==> src/design/sfb_pkg.sv <==
// ----------------------------------------------------------------------------
// sfb_pkg
// Shared widths, payload structs and elaboration-time helpers of the sigmoid
// forward/backward core.
// ----------------------------------------------------------------------------
`default_nettype none

package sfb_pkg;

    // fixed field widths
    localparam int unsigned X_W        = 16;
    localparam int unsigned GRAD_W     = 16;
    // exp(-t) in Q.32, the value 1.0 needs the extra bit
    localparam int unsigned EXP_W      = 33;
    localparam int unsigned M1_W       = 32;
    // integer part above which exp(-x) is taken as zero
    localparam int unsigned EXP_CUTOFF = 40;
    // register stages inside the gradient path
    localparam int unsigned GRAD_LAT   = 4;

    localparam logic KIND_FWD = 1'b0;
    localparam logic KIND_BWD = 1'b1;

    typedef struct packed {
        logic kind;
        logic x_neg;
    } sfb_side_t;

    typedef struct packed {
        logic signed [GRAD_W-1:0] value;
        logic                     sat;
    } sfb_grad_t;

    // exp(-f / 2^frac_bits) in Q.32 from the alternating series, 31 terms in Q.48,
    // each term floored; only evaluated at elaboration
    function automatic logic [EXP_W-1:0] exp_neg_frac(input int unsigned frac_bits,
                                                      input logic [31:0] f);
        logic [63:0] term;
        logic [63:0] sum;
        logic [63:0] num;
        logic [63:0] quo;
        logic [63:0] rem;
        int unsigned k;
        term = 64'd1 << 48;
        sum  = term;
        for (k = 1; k <= 30; k++) begin
            num = (term * {32'd0, f}) >> frac_bits;
            // shift-subtract division by the term index
            quo = '0;
            rem = '0;
            for (int b = 63; b >= 0; b--) begin
                rem = {rem[62:0], num[b]};
                if (rem >= 64'(k)) begin
                    rem    = rem - 64'(k);
                    quo[b] = 1'b1;
                end
            end
            term = quo;
            if (k[0]) begin
                sum = sum - term;
            end else begin
                sum = sum + term;
            end
        end
        return EXP_W'((sum + (64'd1 << 15)) >> 16);
    endfunction

    // number of exp(-1) multiply stages for a given input format
    function automatic int unsigned mul_stages(input int unsigned in_frac_bits);
        int unsigned n_max;
        n_max = 1 << (X_W - 1 - in_frac_bits);
        return (n_max > EXP_CUTOFF) ? EXP_CUTOFF : n_max;
    endfunction

endpackage

`default_nettype wire

==> src/design/sfb_recip_div.sv <==
// ----------------------------------------------------------------------------
// sfb_recip_div
// Rounded reciprocal 2^(OUT_FRAC_BITS+32) / (2^32 + e), one quotient bit
// per pipeline stage (restoring division).
// ----------------------------------------------------------------------------
`default_nettype none

module sfb_recip_div #(
    parameter int unsigned OUT_FRAC_BITS = 16
) (
    input  logic                          clk,
    input  logic                          adv,
    input  logic [sfb_pkg::EXP_W-1:0]     e_in,
    output logic [OUT_FRAC_BITS:0]        quot
);
    import sfb_pkg::*;

    localparam int unsigned QW = OUT_FRAC_BITS + 1;
    localparam int unsigned DW = EXP_W + 1;
    localparam int unsigned NW = OUT_FRAC_BITS + EXP_W;

    logic [DW-1:0] d_init;
    logic [NW-1:0] num;
    logic [DW-1:0] rem_init;

    logic [DW-1:0] rem_reg [QW-1];
    logic [DW-1:0] d_reg   [QW-1];
    logic [QW-1:0] low_reg [QW-1];
    logic [QW-1:0] q_reg   [QW];

    // divisor and numerator with the half-divisor rounding term
    assign d_init   = DW'(e_in) + (DW'(1) << (EXP_W - 1));
    assign num      = (NW'(1) << (OUT_FRAC_BITS + EXP_W - 1)) + NW'(d_init >> 1);
    assign rem_init = DW'(num >> QW);

    for (genvar j = 0; j < QW; j++) begin : g_stage
        logic [DW-1:0] rem_src;
        logic [DW-1:0] d_src;
        logic [QW-1:0] low_src;
        logic [QW-1:0] q_src;
        logic [DW:0]   trial;
        logic          ge;
        logic [DW-1:0] rem_next;
        logic [QW-1:0] q_next;

        if (j == 0) begin : g_first
            assign rem_src = rem_init;
            assign d_src   = d_init;
            assign low_src = num[QW-1:0];
            assign q_src   = '0;
        end else begin : g_rest
            assign rem_src = rem_reg[j-1];
            assign d_src   = d_reg[j-1];
            assign low_src = low_reg[j-1];
            assign q_src   = q_reg[j-1];
        end

        assign trial    = {rem_src, low_src[QW-1-j]};
        assign ge       = trial >= (DW+1)'(d_src);
        assign rem_next = ge ? DW'(trial - (DW+1)'(d_src)) : DW'(trial);
        assign q_next   = q_src | (QW'(ge) << (QW - 1 - j));

        always_ff @(posedge clk) begin
            if (adv) begin
                q_reg[j] <= q_next;
            end
        end

        if (j < QW - 1) begin : g_carry
            always_ff @(posedge clk) begin
                if (adv) begin
                    rem_reg[j] <= rem_next;
                    d_reg[j]   <= d_src;
                    low_reg[j] <= low_src;
                end
            end
        end
    end

    assign quot = q_reg[QW-1];

endmodule

`default_nettype wire

==> config.mk <==
export PLATFORM = sky130hd
export DESIGN_NAME = sfb_recip_div
export DESIGN_NICKNAME = d
export VERILOG_FILES = /design/src/design/sfb_pkg.sv /design/src/design/sfb_recip_div.sv
export SDC_FILE = /design/constraint.sdc
export NUM_CORES = 2
export LEC_CHECK = 0
export ABC_AREA = 1
export BUFFER_PORTS_ARGS = -buffer_cell sky130_fd_sc_hd__buf_2
export CORE_UTILIZATION = 30
export DETAILED_ROUTE_END_ITERATION = 8
export PLACE_DENSITY_LB_ADDON = 0.25
export REMOVE_ABC_BUFFERS = 1
export SLEW_MARGIN = 20
export SYNTH_ARGS = -nofsm -noshare
export SYNTH_HDL_FRONTEND = slang
export SYNTH_SLANG_ARGS = --single-unit
==> constraint.sdc <==
create_clock -name clk -period 2.75 [get_ports clk]
set_input_delay 0.4125 -clock clk [delete_from_list [all_inputs] [get_ports clk]]
set_output_delay 0.4125 -clock clk [all_outputs]
set_load 0.01 [all_outputs]
==> summary.md <==
| Metric | Value |
|---|---|
| Outcome | `complete, no violations` |
| Rel. slew slack | `0.417` |
| CTS tree | `yes` |
| Post-route setup slack | `between 0.08 and 0.09 ns` |
| GRT Max-Usage Layer | `met2` |
| Primary FF master, synth | `edfxtp_1` |
| Pin count of the biggest net entering global routing | `116` |
| Total number of yosys warnings | `0` |
| Synth area leader | `edfxtp_1` |
| Max-slew violation count | `0` |
| Flip-flop and latch count after synthesis | `approximately 1,200` |
| Design area | `99,500 sq um` |
| Clk_skew | `0.109 ns` |
| Die Y | `536 um` |
| Tcrit/Tclk final | `0.968` |
| Min Tclk post-route | `2.66 ns` |
| Sequential Area | `about 37,000 sq um` |
| Met2 Usage GRT | `0.329` |
| # diodes | `0` |
| Placed Area | `between 90,000 and 100,000 sq um` |
| Unique masters post-synth | `43` |
| Leak | `roughly 50 nW` |
| Layout cell share with drive strength beyond 1 | `0.0885` |
| Worst skew pair latency | `slightly below 0.9 ns` |
| Crit path max fanout | `15` |
| Cells after Synth | `11,300` |
| Sum of negative setup slack | `0 ns` |
| CP Capture Type | `flop` |
| Grt ovf | `0` |
| Number of H-tree levels | `4` |
| Asr flop ratio synth | `0` |
| Fin util | `0.352` |
| Initial antenna violation count | `7` |
| DP Cell Count | `about 16,000` |
| M3 GR Usage | `0.0202` |
| Core box area | `approximately 280,000 sq um` |
| I/O Buffers | `51` |
| Synth Area per Inst | `roughly 7.5 sq um` |
| Longest Clk Path Bufs | `4` |
| Max-cap check violation count | `0` |
| Total GRT Usage | `0.194` |
| Root Driver | `clkbuf_16` |
| Top cells by count, synth | `nand2_1 (4,476), inv_1 (2,092), edfxtp_1 (1,241)` |
| Die X-Extent | `between 500 and 600 um` |
| Fmax | `about 380 MHz` |
| Via density | `around 4.5` |
| Routed vias | `roughly 72,000` |
| Fin cells | `15,900` |
| Synthesized area | `about 85,000 sq um` |
| Layout area overhead | `16.4%` |
| CP Data Arrival Time | `between 3 and 4 ns` |
| Final nets | `about 13,000` |
| Final ANT Viol Nets | `0` |
| Pre-CTS WS | `-0.0529 ns` |
| Fillers | `about 30,000` |
| Max IR drop VDD | `0.483 mV` |
| Post-synth EDFFs | `about 1,200` |
| WHS | `around 0.27 ns` |
| Num rows | `195` |
| DRT iter0 DRCs | `approximately 5,900` |
| Seq/Total Area, Yosys | `0.436` |
| HPWL after DPL | `between 200 and 250 mm` |
| Die area | `approximately 290,000 sq um` |
| Drt total wl | `approximately 280 mm` |
| First-pass GRT wire length | `between 400 and 500 mm` |
| Share of the synthesized area in the top cell type | `0.436` |
| Worst Hold Class | `primary input to flop` |
| Vias in the first global route | `around 70,000` |
| Drt wl/cell | `~18 um` |
| Synth top area cells | `edfxtp_1 (44%), nand2_1 (20%), inv_1 (9.2%), ha_1 (8.2%), nor2_1 (3.8%)` |
| Drt first pass iters | `5` |
| CTS Buf Count | `roughly 160` |
| CP required | `3.32 ns` |
| Clk slew on worst S/H paths | `roughly 0.06 ns` |
| Critical Path Start Type | `flop` |
| Crit Path Class | `flop to flop` |
| Worst Max-Slew Pin Slew | `0.865 ns` |
| Final Hold Viols | `0` |
| Most frequent cell after synthesis | `nand2_1` |
| Multi-input logic area | `between 30,000 and 40,000 sq um` |
| P per Cell Area | `between 1000 and 1500 nW/um^2` |
| Starting Density | `0.302` |
| IO Count | `between 50 and 60` |
| Residual DRC | `0` |
| # clock sinks | `between 1,000 and 1,500` |
| GPL Wtd Cong | `0.917` |
| GR Util met1 | `0.263` |
| Setup violators final | `0` |
| Pwr Total | `~110 mW` |
## critical path: stages (launching register included)
cell and delay (ns):
edfxtp_1 0.45, inv_1 0.07, ha_1 0.36, inv_1 0.08, o21ai_0 0.27, nor2_1 0.11
o21ai_0 0.37, a21oi_2 0.12, nand2_8 0.12, inv_6 0.09, buf_4 0.20, nand2_1 0.10
nand2_1 0.09
## repair_timing
| item | 4_1_cts | 5_1_grt |
|---|---|---|
| endpoints found under the hold margin | 47 | 0 |
| setup buffers | 3 | 12 |
| hold buffers | 34 | 0 |
| setup endpoints to repair | 19 | 221 |
| gates resized for setup | 4 | 90 |
## path summary, 6_finish.rpt
kind	from	to	slack (ns)	depth (start not counted)
worst min register to register	q_reg[0][169]$_DFFE_PP_	q_reg[0][186]$_DFFE_PP_	0.42	0
worst max register to register	d_reg[1][200]$_DFFE_PP_	rem_reg[1][229]$_DFFE_PP_	0.09	12
worst min-delay path	e_in[6]	d_reg[0][6]$_DFFE_PP_	0.27	2
worst max-delay path	d_reg[1][200]$_DFFE_PP_	rem_reg[1][229]$_DFFE_PP_	0.09	12
## logic make-up after synthesis
family	Yosys count	share of synthesized area
AO/OA/AOI/OAI	718	0.0436
XOR/XNOR	281	0.0288
adder cells (fa/ha/maj)	577	0.0859
buffers and inverters	2227	0.105
flip-flops	1241	0.436
AND/OR/NAND/NOR	6303	0.301
## final cells by class
| type | count | area share |
|---|---|---|
| timing repair buffer | 596 | 0.0491 |
| tap | 3743 | 0.0471 |
| inverter | 2134 | 0.0813 |
| clock buffer | 186 | 0.0412 |
| clock inverter | 89 | 0.0107 |
| multi-input combinational | 7879 | 0.396 |
| sequential | 1241 | 0.374 |
## where the power goes
| part | total (mW) | internal (mW) | switching, mW | leakage (nW) |
|---|---|---|---|---|
| logic | 56.1 | 19.6 | 36.5 | 35.4 |
| clock network | 20.9 | 12.5 | 8.46 | 2.49 |
| registers | 31.9 | 27.8 | 4.05 | 12.2 |
## routing by layer
layer / routed length [um] / part of all wire
met2: 133000 / 0.47
met5: 0 / 0
met4: 6730 / 0.024
met3: 13300 / 0.047
met1: 129000 / 0.46
## cells in the final DEF (no fill, tap or decap), types with 31 or more instances in the layout
cell	Yosys	layout
inv_2	27	31
buf_4	39	473
nor2_2	34	41
nand2_1	4476	4456
o21ai_0	210	206
buf_12	5	35
ha_1	561	543
xor2_1	236	236
nor3_1	99	99
nand4_1	66	66
edfxtp_1	1241	1241
clkbuf_16	0	160
dlygate4sd3_1	0	34
inv_1	2092	2088
nand3_1	505	502
nand2_2	77	97
nor2_1	867	859
nand3b_1	102	102
buf_2	0	50
o21bai_1	37	37
xnor2_1	45	45
a21oi_1	458	450
(Power assumes the default switching activity.)
