===== config.mk =====
export PLATFORM = sky130hd
export DESIGN_NAME = sfb_grad
export DESIGN_NICKNAME = d
export VERILOG_FILES = /design/src/design/sfb_pkg.sv /design/src/design/sfb_grad.sv
export SDC_FILE = /design/constraint.sdc
export NUM_CORES = 2
export LEC_CHECK = 0
export ABC_CLOCK_PERIOD_IN_PS = 7950
export BUFFER_PORTS_ARGS = -buffer_cell sky130_fd_sc_hd__buf_2
export CORE_ASPECT_RATIO = 0.75
export CORE_MARGIN = 2
export CORE_UTILIZATION = 60
export CTS_CLUSTER_DIAMETER = 120
export DETAILED_ROUTE_END_ITERATION = 10
export PLACE_DENSITY = 0.8
export SLEW_MARGIN = 20
export SYNTH_ARGS = -nofsm -noshare
export SYNTH_HDL_FRONTEND = slang
export SYNTH_SLANG_ARGS = --single-unit

===== constraint.sdc =====
create_clock -name clk -period 7.95 [get_ports clk]
set_input_delay 0.795 -clock clk [delete_from_list [all_inputs] [get_ports clk]]
set_output_delay 0.795 -clock clk [all_outputs]
set_load 0.005 [all_outputs]

===== src/design/sfb_pkg.sv =====
// ----------------------------------------------------------------------------
// sfb_pkg
// Shared widths, payload structs and elaboration-time helpers of the sigmoid
// forward/backward core.
// ----------------------------------------------------------------------------
`default_nettype none

package sfb_pkg;

    // fixed field widths
    localparam int unsigned X_W        = 16;
    localparam int unsigned GRAD_W     = 16;
    // exp(-t) in Q.32, the value 1.0 needs the extra bit
    localparam int unsigned EXP_W      = 33;
    localparam int unsigned M1_W       = 32;
    // integer part above which exp(-x) is taken as zero
    localparam int unsigned EXP_CUTOFF = 40;
    // register stages inside the gradient path
    localparam int unsigned GRAD_LAT   = 4;

    localparam logic KIND_FWD = 1'b0;
    localparam logic KIND_BWD = 1'b1;

    typedef struct packed {
        logic kind;
        logic x_neg;
    } sfb_side_t;

    typedef struct packed {
        logic signed [GRAD_W-1:0] value;
        logic                     sat;
    } sfb_grad_t;

    // exp(-f / 2^frac_bits) in Q.32 from the alternating series, 31 terms in Q.48,
    // each term floored; only evaluated at elaboration
    function automatic logic [EXP_W-1:0] exp_neg_frac(input int unsigned frac_bits,
                                                      input logic [31:0] f);
        logic [63:0] term;
        logic [63:0] sum;
        logic [63:0] num;
        logic [63:0] quo;
        logic [63:0] rem;
        int unsigned k;
        term = 64'd1 << 48;
        sum  = term;
        for (k = 1; k <= 30; k++) begin
            num = (term * {32'd0, f}) >> frac_bits;
            // shift-subtract division by the term index
            quo = '0;
            rem = '0;
            for (int b = 63; b >= 0; b--) begin
                rem = {rem[62:0], num[b]};
                if (rem >= 64'(k)) begin
                    rem    = rem - 64'(k);
                    quo[b] = 1'b1;
                end
            end
            term = quo;
            if (k[0]) begin
                sum = sum - term;
            end else begin
                sum = sum + term;
            end
        end
        return EXP_W'((sum + (64'd1 << 15)) >> 16);
    endfunction

    // number of exp(-1) multiply stages for a given input format
    function automatic int unsigned mul_stages(input int unsigned in_frac_bits);
        int unsigned n_max;
        n_max = 1 << (X_W - 1 - in_frac_bits);
        return (n_max > EXP_CUTOFF) ? EXP_CUTOFF : n_max;
    endfunction

endpackage

`default_nettype wire


===== src/design/sfb_grad.sv =====
// ----------------------------------------------------------------------------
// sfb_grad
// Backward path: g * y * (1 - y) with round half away from zero,
// four register stages.
// ----------------------------------------------------------------------------
`default_nettype none

module sfb_grad #(
    parameter int unsigned OUT_FRAC_BITS = 16
) (
    input  logic                                clk,
    input  logic                                adv,
    input  logic [OUT_FRAC_BITS:0]              y_value,
    input  logic signed [sfb_pkg::GRAD_W-1:0]   grad_value,
    output sfb_pkg::sfb_grad_t                  grad_out
);
    import sfb_pkg::*;

    localparam int unsigned YW = OUT_FRAC_BITS + 1;
    localparam int unsigned UW = 2 * OUT_FRAC_BITS - 1;
    localparam int unsigned MW = GRAD_W + UW;
    localparam int unsigned SW = MW + 1;
    localparam int unsigned SH = 2 * OUT_FRAC_BITS;
    localparam logic [YW-1:0] ONE  = YW'(1) << OUT_FRAC_BITS;
    localparam logic [SW-1:0] HALF = SW'(1) << (SH - 1);
    localparam logic signed [GRAD_W:0] G_MAX = {2'b00, {(GRAD_W-1){1'b1}}};
    localparam logic signed [GRAD_W:0] G_MIN = {2'b11, {(GRAD_W-1){1'b0}}};

    logic [GRAD_W-1:0] g_bits;
    logic [GRAD_W-1:0] g_mag;

    // stage 1: clamp y, split the sign of g
    logic [YW-1:0]     yc_reg;
    logic              ysat1_reg;
    logic              gneg1_reg;
    logic [GRAD_W-1:0] gmag1_reg;
    // stage 2: y * (1 - y)
    logic [UW-1:0]     u_reg;
    logic              ysat2_reg;
    logic              gneg2_reg;
    logic [GRAD_W-1:0] gmag2_reg;
    // stage 3: |g| * u
    logic [MW-1:0]     m_reg;
    logic              ysat3_reg;
    logic              gneg3_reg;
    // stage 4: round, sign, clamp
    logic [SW-1:0]         sum;
    logic [GRAD_W-1:0]     q_mag;
    logic signed [GRAD_W:0] q_signed;
    logic signed [GRAD_W:0] res;
    sfb_grad_t             grad_next;
    sfb_grad_t             grad_reg;

    assign g_bits = grad_value;
    assign g_mag  = g_bits[GRAD_W-1] ? (~g_bits + 16'd1) : g_bits;

    always_comb begin
        sum      = SW'(m_reg) + HALF;
        q_mag    = sum[SW-1:SH];
        q_signed = signed'({1'b0, q_mag});
        res      = gneg3_reg ? -q_signed : q_signed;
        grad_next.sat = ysat3_reg;
        if (res > G_MAX) begin
            grad_next.value = G_MAX[GRAD_W-1:0];
            grad_next.sat   = 1'b1;
        end else if (res < G_MIN) begin
            grad_next.value = G_MIN[GRAD_W-1:0];
            grad_next.sat   = 1'b1;
        end else begin
            grad_next.value = res[GRAD_W-1:0];
        end
    end

    always_ff @(posedge clk) begin
        if (adv) begin
            yc_reg    <= (y_value > ONE) ? ONE : y_value;
            ysat1_reg <= y_value > ONE;
            gneg1_reg <= g_bits[GRAD_W-1];
            gmag1_reg <= g_mag;

            u_reg     <= UW'(UW'(yc_reg) * UW'(ONE - yc_reg));
            ysat2_reg <= ysat1_reg;
            gneg2_reg <= gneg1_reg;
            gmag2_reg <= gmag1_reg;

            m_reg     <= MW'(gmag2_reg) * MW'(u_reg);
            ysat3_reg <= ysat2_reg;
            gneg3_reg <= gneg2_reg;

            grad_reg  <= grad_next;
        end
    end

    assign grad_out = grad_reg;

endmodule

`default_nettype wire


==> impl_metrics.yaml <==
layout:
  largest_register_ffs: 31
  final_core_utilization: 0.6418
  area_growth_syn_to_layout_pct: 5.579
  multi_input_area_um2: 22860
  fillerInstances: 3865
  diodes: 0
  post_layout_instance_area_um2: 31260
  final_layout_size_suffix_gt1_frac: 0.05350
  regArea_um2: 3573
  design.final.nets: 4041
worst_setup_path:
  timing.critical_path.to: "u_reg[29]"
  worstRegToRegCells: 25
  crit_start: "yc_reg[1]"
  startpoint_type: "register"
  critPathArrivalTime_ps: 7800
  critical_path.reg2reg.startpoint: "yc_reg[1]"
  ff2ff_setup_slack_ps: 340
  critical_path_peak_fanout: 15
  worstPathRequired_ps: 8140
  r2r-end: "u_reg[29]"
  crit_type: "reg -> reg"
  critical_path.endpoint_type: "register"
synthesis:
  yosysSeqAreaShare: 0.1207
  number_of_library_cell_types_mapped_by_synthesis: 76
  synth-warning-count: 0
  synth_area_leader_cell: "sky130_fd_sc_hd__fa_1"
  ys_async_sr_fraction: 0
  synth-seq-cells: 119
  number_of_enable_type_register_cells_in_the_synthesized_netlist: 119
  synthesis.instances: 3140
  syn-num-nets: 4054
  synth_largest_type_area_fraction: 0.4314
  yosys-top-cells-count: "sky130_fd_sc_hd__inv_1 (717), sky130_fd_sc_hd__fa_1 (638), sky130_fd_sc_hd__nand2_1 (455), sky130_fd_sc_hd__ha_1 (241), sky130_fd_sc_hd__and2_1 (145)"
  synthTopCellsByArea: "sky130_fd_sc_hd__fa_1 (43%), sky130_fd_sc_hd__edfxtp_1 (12%), sky130_fd_sc_hd__ha_1 (10%)"
  most_numerous_cell_in_the_yosys_netlist: "sky130_fd_sc_hd__inv_1"
  syn_area_per_cell_um2: 9.428
  ys_dominant_reg_cell: "sky130_fd_sc_hd__edfxtp_1"
  mappedNetlistArea_um2: 29600
clock_network:
  cts-buffers-inserted: 17
  ctsRootBufferMaster: "sky130_fd_sc_hd__clkbuf_16"
  cts_max_level: 4
  post_cts_hold_buffer_count: 0
  postCtsResizedCells: 0
  tritoncts: "done"
  clockBufferDepth: 2
  clkSlewWorstSetupHoldPaths_ps: 70
  cts.repair_timing.setup_buffer_count: 0
  tritoncts_num_sinks: 119
  clock_latency_late_sink_ps: 460
placement:
  dpl_worst_slack_ps: 88.96
  detailed_place_hpwl_um: 58700
  placement.cell_area_um2: 30550
  port_buffers: 51
  gp_congestion: 0.9357
grt:
  grt_pass1_vias: 23990
  global_route.usage.total: 0.3138
  grt_antenna_before_repair: 1
  pin_count_of_the_biggest_net_entering_global_routing: 76
  grt_first_pass_wirelength_um: 124700
  overflow: 0
flow_run:
  cap_violations: 0
sta:
  fin_ws_ps: 336.0
  report.final.slew_viol_count: 0
  timing.final.crit_period_ps: 7614
  tightestPinTransition_ps: 1053
  achievable-frequency_ghz: 0.1313
  totalNegativeSetupSlack_ps: 0
  setup_viol_count_final: 0
  max_clock_skew_ps: 19.53
  timing.final.crit_share: 0.9577
  final_hold_viol_count: 0
  unrepaired_setup_endpoints_after_global_routing: "no"
  timing.max_slew.rel_slack: 0.2981
floorplanning:
  die_width_um: 260.5
  fp.dieArea_um2: 51150
  chipHeight_um: 196.4
  starting_density: 0.6079
  pin_count: 52
  core_area_um2: 48700
  placement_rows: 70
route:
  routedWlPerCell_um: 19.83
  antenna_violating_nets_post_route: 0
  drt_iter0_drc: 1676
  drcViolationCount: 0
  avgViaCountPerCell: 5.705
  vias: 21610
  drt-pass1-iter-count: 6
  wirelength_um: 75130
min_path:
  holdCritPathClass: "reg -> reg"
outcome:
  status: "completed"
==> area by class of cell <==
| class | count | area share |
|---|---|---|
| multi-input combinational | 2164 | 0.7313 |
| sequential | 119 | 0.1143 |
| inverter | 717 | 0.08611 |
| tap | 648 | 0.02594 |
| timing repair buffer | 108 | 0.02306 |
| clock buffer | 18 | 0.01373 |
| clock inverter | 14 | 0.005564 |
==> per-stage QoR <==
stage,std cells,hold WS [ps]
after floorplan,3140,400.3
after CTS,3785,414.2
after detailed placement,3753,404.5
after global placement,3753,402.2
final,3788,418.5
after global routing,3788,423.9
==> kinds of logic (layout without fill, tap and decap cells) <==
| family | count (synthesis) | after routing | synth area share |
|---|---|---|---|
| adder cells (fa/ha/maj) | 881 | 881 | 0.5340 |
| AND/OR/NAND/NOR | 1002 | 1002 | 0.1673 |
| XOR/XNOR | 85 | 85 | 0.02515 |
| AO/OA/AOI/OAI | 195 | 195 | 0.04341 |
| multiplexers | 1 | 1 | 0.0003381 |
| flip-flops | 119 | 119 | 0.1207 |
| buffers and inverters | 857 | 857 | 0.1091 |
==> critical path: stages, from the launching register on <==
cell and delay, ps:
sky130_fd_sc_hd__edfxtp_1 420, sky130_fd_sc_hd__or3_1 430, sky130_fd_sc_hd__or3_1 430, sky130_fd_sc_hd__or3_4 390, sky130_fd_sc_hd__inv_1 70, sky130_fd_sc_hd__ha_2 360, sky130_fd_sc_hd__nand2b_1 210, sky130_fd_sc_hd__fa_1 540
sky130_fd_sc_hd__inv_1 50, sky130_fd_sc_hd__fa_1 500, sky130_fd_sc_hd__inv_1 50, sky130_fd_sc_hd__fa_1 530, sky130_fd_sc_hd__inv_1 50, sky130_fd_sc_hd__fa_1 480, sky130_fd_sc_hd__inv_1 50, sky130_fd_sc_hd__fa_1 470
sky130_fd_sc_hd__inv_1 50, sky130_fd_sc_hd__fa_1 450, sky130_fd_sc_hd__ha_1 350, sky130_fd_sc_hd__nand2_1 130, sky130_fd_sc_hd__o21a_1 130, sky130_fd_sc_hd__o31ai_1 80, sky130_fd_sc_hd__o41a_1 420, sky130_fd_sc_hd__a221oi_1 410
sky130_fd_sc_hd__nor3_1 140, sky130_fd_sc_hd__xor2_1 150
==> worst min-delay path by stage <==
stage / startpoint / to / cells after the start
after detailed placement: ysat2_reg / ysat3_reg / 0
after global placement: gmag1_reg[0] / gmag2_reg[0] / 0
final: ysat1_reg / ysat2_reg / 0
after CTS: ysat1_reg / ysat2_reg / 0
after floorplan: gmag1_reg[0] / gmag2_reg[0] / 0
after global routing: ysat1_reg / ysat2_reg / 0
==> routing by layer <==
| layer | up-vias | wire (µm) | track usage |
|---|---|---|---|
| li1 | 9364 | - | - |
| met1 | 10980 | 30240 | 0.4264 |
| met3 | 177 | 8086 | 0.08410 |
| met5 | - | 0 | 0 |
| met2 | 1087 | 35090 | 0.5033 |
| met4 | 0 | 1718 | 0.08296 |
==> cell usage in the layout (no fill, tap or decap), types with 4 or more instances in the layout <==
master / instances
sky130_fd_sc_hd__inv_1: 717
sky130_fd_sc_hd__fa_1: 638
sky130_fd_sc_hd__nand2_1: 455
sky130_fd_sc_hd__ha_1: 237
sky130_fd_sc_hd__and2_1: 145
sky130_fd_sc_hd__nand2b_1: 136
sky130_fd_sc_hd__edfxtp_1: 119
sky130_fd_sc_hd__nor2b_1: 81
sky130_fd_sc_hd__nor2_1: 70
sky130_fd_sc_hd__xnor2_1: 65
sky130_fd_sc_hd__buf_4: 55
sky130_fd_sc_hd__o21ai_0: 50
sky130_fd_sc_hd__buf_2: 50
sky130_fd_sc_hd__a21oi_1: 45
sky130_fd_sc_hd__nand3_1: 21
sky130_fd_sc_hd__xor2_1: 20
sky130_fd_sc_hd__nor3_1: 20
sky130_fd_sc_hd__clkbuf_16: 17
sky130_fd_sc_hd__a21o_1: 14
sky130_fd_sc_hd__nand4_1: 12
sky130_fd_sc_hd__a211oi_1: 12
sky130_fd_sc_hd__and3_1: 12
sky130_fd_sc_hd__or3_1: 11
sky130_fd_sc_hd__o21ai_1: 10
sky130_fd_sc_hd__or2_2: 8
sky130_fd_sc_hd__nor4_1: 7
sky130_fd_sc_hd__o21a_1: 6
sky130_fd_sc_hd__o21bai_1: 6
sky130_fd_sc_hd__o31ai_1: 5
sky130_fd_sc_hd__clkinv_4: 5
sky130_fd_sc_hd__or4_1: 4
Power is not shown: default switching activity piles up to over one toggle a cycle in this logic, so the estimate is an artifact.
